File: config.mk
export PLATFORM = sky130hd
export DESIGN_NAME = tdca_mix
export DESIGN_NICKNAME = d
export VERILOG_FILES = /design/src/rtl/tdca_pkg.sv /design/src/rtl/tdca_mix.sv
export SDC_FILE = /design/constraint.sdc
export NUM_CORES = 2
export LEC_CHECK = 0
export BUFFER_PORTS_ARGS = -buffer_cell sky130_fd_sc_hd__buf_2
export CAP_MARGIN = 10
export CORE_ASPECT_RATIO = 0.6
export CORE_MARGIN = 3
export CORE_UTILIZATION = 35
export DETAILED_ROUTE_END_ITERATION = 7
export PLACE_DENSITY = 0.56
export SLEW_MARGIN = 10
export SYNTH_ARGS = -nofsm -noshare
export SYNTH_HDL_FRONTEND = slang
export SYNTH_SLANG_ARGS = --single-unit
export TNS_END_PERCENT = 5
File: constraint.sdc
create_clock -name vclk -period 36.9
set_clock_uncertainty 0.15 [all_clocks]
set_input_delay 7.38 -clock vclk [all_inputs]
set_output_delay 7.38 -clock vclk [all_outputs]
set_load 0.01 [all_outputs]
File: src/rtl/tdca_pkg.sv
package tdca_pkg;

	// default frame geometry
	localparam int unsigned FRAME_WIDTH_DEF  = 640;
	localparam int unsigned FRAME_HEIGHT_DEF = 480;

	// field widths
	localparam int unsigned DEPTH_W  = 16;
	localparam int unsigned CHAN_W   = 8;
	localparam int unsigned COLOR_W  = 3 * CHAN_W;
	localparam int unsigned WEIGHT_W = 17;
	localparam int unsigned STEP_W   = 3;
	localparam int unsigned PIX_X_W  = 10;
	localparam int unsigned PIX_Y_W  = 9;
	localparam int unsigned REG_IDX_W = 2;

	// unity weight in q1.16
	localparam logic [WEIGHT_W-1:0] ONE_Q16 = 17'h10000;

	// register reset values
	localparam logic [WEIGHT_W-1:0] DEPTH_WEIGHT_RST    = 17'd32768;
	localparam logic [WEIGHT_W-1:0] COLOR_WEIGHT_RST    = 17'd32768;
	localparam logic [DEPTH_W-1:0]  VALID_THRESHOLD_RST = 16'd8;
	localparam logic [STEP_W-1:0]   SAMPLE_STEP_RST     = 3'd0;

	typedef enum logic [1:0] {
		REQ_BLEND     = 2'd0,
		REQ_OVERWRITE = 2'd1,
		REQ_READ      = 2'd2
	} req_t;

	typedef enum logic [REG_IDX_W-1:0] {
		REG_DEPTH_WEIGHT    = 2'd0,
		REG_COLOR_WEIGHT    = 2'd1,
		REG_VALID_THRESHOLD = 2'd2,
		REG_SAMPLE_STEP     = 2'd3
	} reg_idx_t;

	// live configuration, weights already clamped to one
	typedef struct packed {
		logic [WEIGHT_W-1:0] depth_weight;
		logic [WEIGHT_W-1:0] color_weight;
		logic [DEPTH_W-1:0]  valid_threshold;
		logic [STEP_W-1:0]   sample_step_log2;
	} cfg_t;

	// per-word request controls
	typedef struct packed {
		logic [1:0] req_type;
		logic       apply_depth;
		logic       apply_color;
	} req_ctl_t;

endpackage

File: src/rtl/tdca_mix.sv
module tdca_mix (
	input  tdca_pkg::cfg_t                     cfg,
	input  tdca_pkg::req_ctl_t                 ctl,
	input  logic [tdca_pkg::DEPTH_W-1:0]       old_depth,
	input  logic [tdca_pkg::COLOR_W-1:0]       old_color,
	input  logic [tdca_pkg::DEPTH_W-1:0]       new_depth,
	input  logic [tdca_pkg::COLOR_W-1:0]       new_color,
	output logic [tdca_pkg::DEPTH_W-1:0]       depth_out,
	output logic [tdca_pkg::COLOR_W-1:0]       color_out
);

	// (o*w + n*(1-w)) >> 16 rewritten as n + floor((o-n)*w / 65536)
	function automatic logic [15:0] mix_depth(
		input logic [15:0] o,
		input logic [15:0] n,
		input logic [16:0] w
	);
		logic signed [16:0] diff;
		logic signed [34:0] prod;
		logic signed [34:0] sum;
		diff = $signed({1'b0, o}) - $signed({1'b0, n});
		prod = diff * $signed({1'b0, w});
		sum  = (prod >>> 16) + $signed({19'd0, n});
		return sum[15:0];
	endfunction

	function automatic logic [7:0] mix_chan(
		input logic [7:0]  o,
		input logic [7:0]  n,
		input logic [16:0] w
	);
		logic signed [8:0]  diff;
		logic signed [26:0] prod;
		logic signed [26:0] sum;
		diff = $signed({1'b0, o}) - $signed({1'b0, n});
		prod = diff * $signed({1'b0, w});
		sum  = (prod >>> 16) + $signed({19'd0, n});
		return sum[7:0];
	endfunction

	localparam int unsigned CW = tdca_pkg::CHAN_W;

	logic [tdca_pkg::COLOR_W-1:0] blend_color;
	logic                         depth_valid;

	assign depth_valid = new_depth > cfg.valid_threshold;

	always_comb begin
		for (int k = 0; k < 3; k++) begin
			blend_color[k*CW +: CW] = mix_chan(old_color[k*CW +: CW],
				new_color[k*CW +: CW], cfg.color_weight);
		end
	end

	always_comb begin
		depth_out = old_depth;
		color_out = old_color;
		unique case (tdca_pkg::req_t'(ctl.req_type))
			tdca_pkg::REQ_BLEND: begin
				if (ctl.apply_depth && depth_valid) begin
					// empty pixel takes the new sample as is
					if (old_depth <= cfg.valid_threshold) begin
						depth_out = new_depth;
					end else begin
						depth_out = mix_depth(old_depth, new_depth, cfg.depth_weight);
					end
				end
				if (ctl.apply_color) begin
					color_out = blend_color;
				end
			end
			tdca_pkg::REQ_OVERWRITE: begin
				if (ctl.apply_depth) begin
					depth_out = new_depth;
				end
				if (ctl.apply_color) begin
					color_out = new_color;
				end
			end
			default: begin
				// read only, code three included
				depth_out = old_depth;
				color_out = old_color;
			end
		endcase
	end

endmodule

==> flow_summary.html <==
<table>
<tr><th>Metric</th><th>Value</th></tr>
<tr><th colspan="2">STA</th></tr>
<tr><td>Time the final worst path needs with I/O delays and setup</td><td>26.61 ns</td></tr>
<tr><td>Fmax achieved</td><td>37.6 MHz</td></tr>
<tr><td>Post-Route Setup TNS</td><td>0 ns</td></tr>
<tr><td>Final period utilization</td><td>72.1%</td></tr>
<tr><td>Transition time of the tightest slew-check pin</td><td>1.10 ns</td></tr>
<tr><td>Final setup violation count</td><td>0</td></tr>
<tr><td>Final Hold Viols</td><td>0</td></tr>
<tr><td>Max-slew violations</td><td>0</td></tr>
<tr><td>RSZ-0062 raised after global routing</td><td>false</td></tr>
<tr><td>Slew Limit Headroom</td><td>25.7%</td></tr>
<tr><td>WHS</td><td>14.92 ns</td></tr>
<tr><th colspan="2">Worst setup path</th></tr>
<tr><td>Required time of the critical path</td><td>29.37 ns</td></tr>
<tr><td>Crit path launch type</td><td>input port</td></tr>
<tr><td>Delay of the slowest cell on the worst path</td><td>0.85 ns</td></tr>
<tr><td>Critical path endpoint category</td><td>output port</td></tr>
<tr><td>Largest fanout of any net on the critical path</td><td>17</td></tr>
<tr><td>CP max stage cell</td><td>sky130_fd_sc_hd__o21ai_0</td></tr>
<tr><td>Arrival time worst endpoint</td><td>19.08 ns</td></tr>
<tr><td>Worst setup path category</td><td>input port to output port</td></tr>
<tr><th colspan="2">Floorplan</th></tr>
<tr><td>Die Width</td><td>364 um</td></tr>
<tr><td>Starting density of the core</td><td>35.4%</td></tr>
<tr><td>Die H</td><td>221 um</td></tr>
<tr><td>Row cnt</td><td>78</td></tr>
<tr><td>CORE AREA</td><td>75800 um^2</td></tr>
<tr><td>I/O pin count</td><td>177</td></tr>
<tr><td>Die Area</td><td>80200 um^2</td></tr>
<tr><th colspan="2">Layout</th></tr>
<tr><td>Multi-input combinational cell area</td><td>23900 um^2</td></tr>
<tr><td>Most frequent standard cell in the layout excluding fill and tap cells</td><td>sky130_fd_sc_hd__inv_1</td></tr>
<tr><td>Relative area change from synthesis to final layout</td><td>7.43%</td></tr>
<tr><td>Fraction of layout cells with a size suffix above 1</td><td>8.90%</td></tr>
<tr><td>Post-layout nets</td><td>4336</td></tr>
<tr><td>Filler Cells Inserted</td><td>7777</td></tr>
<tr><td>Seq Cell Count</td><td>0</td></tr>
<tr><td>Layout clock buffer count</td><td>0</td></tr>
<tr><td>Number of standard cells in the layout, taps in and fillers out</td><td>4282</td></tr>
<tr><td>Sequential standard cell area</td><td>0 um^2</td></tr>
<tr><td>Final cell utilization of the core</td><td>38.1%</td></tr>
<tr><td>Commonest cells after routing, fill and taps aside</td><td>sky130_fd_sc_hd__inv_1 (684), sky130_fd_sc_hd__fa_1 (546), sky130_fd_sc_hd__nand2_1 (423)</td></tr>
<tr><th colspan="2">Routing</th></tr>
<tr><td>Routed wire length per instance</td><td>17.8 um</td></tr>
<tr><td>Routed via count divided by cell count</td><td>4.87</td></tr>
<tr><td>Pre-Repair DR Iteration Count</td><td>5</td></tr>
<tr><td>Antenna Nets Post-Route</td><td>0</td></tr>
<tr><td>DRT iter0 DRCs</td><td>1218</td></tr>
<tr><td>Via count of the routed design</td><td>20841</td></tr>
<tr><td>Drt drc</td><td>0</td></tr>
<tr><td>Drt total wl</td><td>76.3 mm</td></tr>
<tr><th colspan="2">Yosys</th></tr>
<tr><td>Post-synthesis instance total</td><td>3189</td></tr>
<tr><td>Yosys warns</td><td>0</td></tr>
<tr><td>Number of distinct standard cells referenced by the synthesized netlist</td><td>72</td></tr>
<tr><td>Area fraction of the dominant cell type after synthesis</td><td>40.7%</td></tr>
<tr><td>Total nets after synthesis</td><td>4242</td></tr>
<tr><td>Portion of the post-synthesis area used by sequential elements</td><td>0%</td></tr>
<tr><td>Cell type with the largest total area after synthesis</td><td>sky130_fd_sc_hd__fa_1</td></tr>
<tr><td>Post-synthesis average cell area</td><td>8.42 um^2</td></tr>
<tr><td>Post-synthesis instance area</td><td>26900 um^2</td></tr>
<tr><td>Synth area leaders</td><td>sky130_fd_sc_hd__fa_1 (41%), sky130_fd_sc_hd__ha_1 (17%), sky130_fd_sc_hd__inv_1 (9.6%), sky130_fd_sc_hd__nand2_1 (5.9%), sky130_fd_sc_hd__and2_1 (5.4%)</td></tr>
<tr><th colspan="2">Global route</th></tr>
<tr><td>Number of global-route vias before repair</td><td>21463</td></tr>
<tr><td>Total grt overflow</td><td>0</td></tr>
<tr><td>First-pass GRT wire length</td><td>124 mm</td></tr>
<tr><td>Maximum number of pins on one net before global-route repair</td><td>49</td></tr>
<tr><td>Aggregate global-route resource usage</td><td>19.5%</td></tr>
<tr><td>Antenna violations before repair</td><td>4</td></tr>
<tr><th colspan="2">Run</th></tr>
<tr><td>Number of maximum-capacitance violations</td><td>0</td></tr>
<tr><th colspan="2">Worst hold path</th></tr>
<tr><td>Path category of the worst min-delay check</td><td>input port to output port</td></tr>
<tr><td>Hold worst-path end</td><td>color_out[8]</td></tr>
<tr><td>Startpoint of the worst hold path</td><td>old_color[8]</td></tr>
<tr><td>Hold Path Cell Cnt</td><td>4</td></tr>
<tr><th colspan="2">CTS</th></tr>
<tr><td>Post-cts sizing count</td><td>0</td></tr>
<tr><td>Hold Buf Count CTS</td><td>0</td></tr>
<tr><td>Post-CTS setup-driven buffer insertion count</td><td>0</td></tr>
<tr><th colspan="2">Outcome</th></tr>
<tr><td>Run status</td><td>completed</td></tr>
<tr><th colspan="2">Placed design</th></tr>
<tr><td>HPWL Detailed</td><td>62.7 mm</td></tr>
<tr><td>RePlAce Congestion</td><td>0.862</td></tr>
<tr><td>Placed cell count</td><td>4281</td></tr>
<tr><td>Quantity of I/O buffers inserted on ports</td><td>174</td></tr>
</table>
critical path: cells and delay by family:
| kind | cells | cell delay (ns) |
|---|---|---|
| buf+inv | 10 | 1.04 |
| xor+xnor | 3 | 1.11 |
| fa+ha+maj | 10 | 4.30 |
| mux | 1 | 0.14 |
| simple gates | 6 | 1.03 |
| compound gates | 15 | 4.03 |
Yosys cell counts (15+ instances only):
library cell	n
sky130_fd_sc_hd__nor3_1	27
sky130_fd_sc_hd__ha_1	370
sky130_fd_sc_hd__and2_1	233
sky130_fd_sc_hd__mux2i_1	17
sky130_fd_sc_hd__nand2_1	424
sky130_fd_sc_hd__fa_1	546
sky130_fd_sc_hd__inv_1	684
sky130_fd_sc_hd__xor2_1	27
sky130_fd_sc_hd__o21ai_0	88
sky130_fd_sc_hd__clkbuf_1	117
sky130_fd_sc_hd__nand4_1	15
sky130_fd_sc_hd__o21a_1	27
sky130_fd_sc_hd__a21oi_1	89
sky130_fd_sc_hd__or2_2	58
sky130_fd_sc_hd__a21o_1	33
sky130_fd_sc_hd__nand2b_1	62
sky130_fd_sc_hd__xnor2_1	75
sky130_fd_sc_hd__nor2b_1	51
sky130_fd_sc_hd__nor2_1	110
kinds of logic (layout without fill, tap and decap cells):
group	count (synthesis)	after routing	share of synthesized area, %
and+or+nand+nor	1013	1013	18.6
adders and majority gates	916	916	57.9
buffers and inverters	805	897	11.3
AOI/OAI and AO/OA	332	332	8.00
xor gates and xnor gates	105	105	3.55
muxes	18	18	0.675
other	0	1	0
worst max path at each step:
stage          cells after the start       endpoint         start
6_report                          45  depth_out[15]  old_depth[0]
3_3_place_gp                      45  depth_out[15]  old_depth[0]
3_5_place_dp                      45  depth_out[15]  old_depth[0]
5_1_grt                           45  depth_out[15]  old_depth[0]
2_1_floorplan                     44  depth_out[15]  old_depth[0]
4_1_cts                           45  depth_out[15]  old_depth[0]
metal layers:
metal  wire length [um]  up-vias  GRT usage [%]
li1                   -     9926              -
met1              41500    10296           32.7
met2              29200      582           27.0
met3               5010       33           2.63
met4                390        4          0.977
met5                104        -          0.891
through the flow:
stage	worst slack, ns	cell area, um^2
floorplan	12.44	26900
global route	9.89	28900
global placement	10.69	28900
finish	10.29	28900
CTS	10.61	28900
detailed placement	10.67	28900
final cells by class:
type,count,area share (%)
repair buffers,212,4.01
well taps,1000,4.34
diodes,1,0.00867
multi-input cells,2384,82.7
inverters,685,8.91
Power is left out: the tool's default activity adds up to more than one toggle a clock period on the data nets, which glitch-free logic cannot reach.
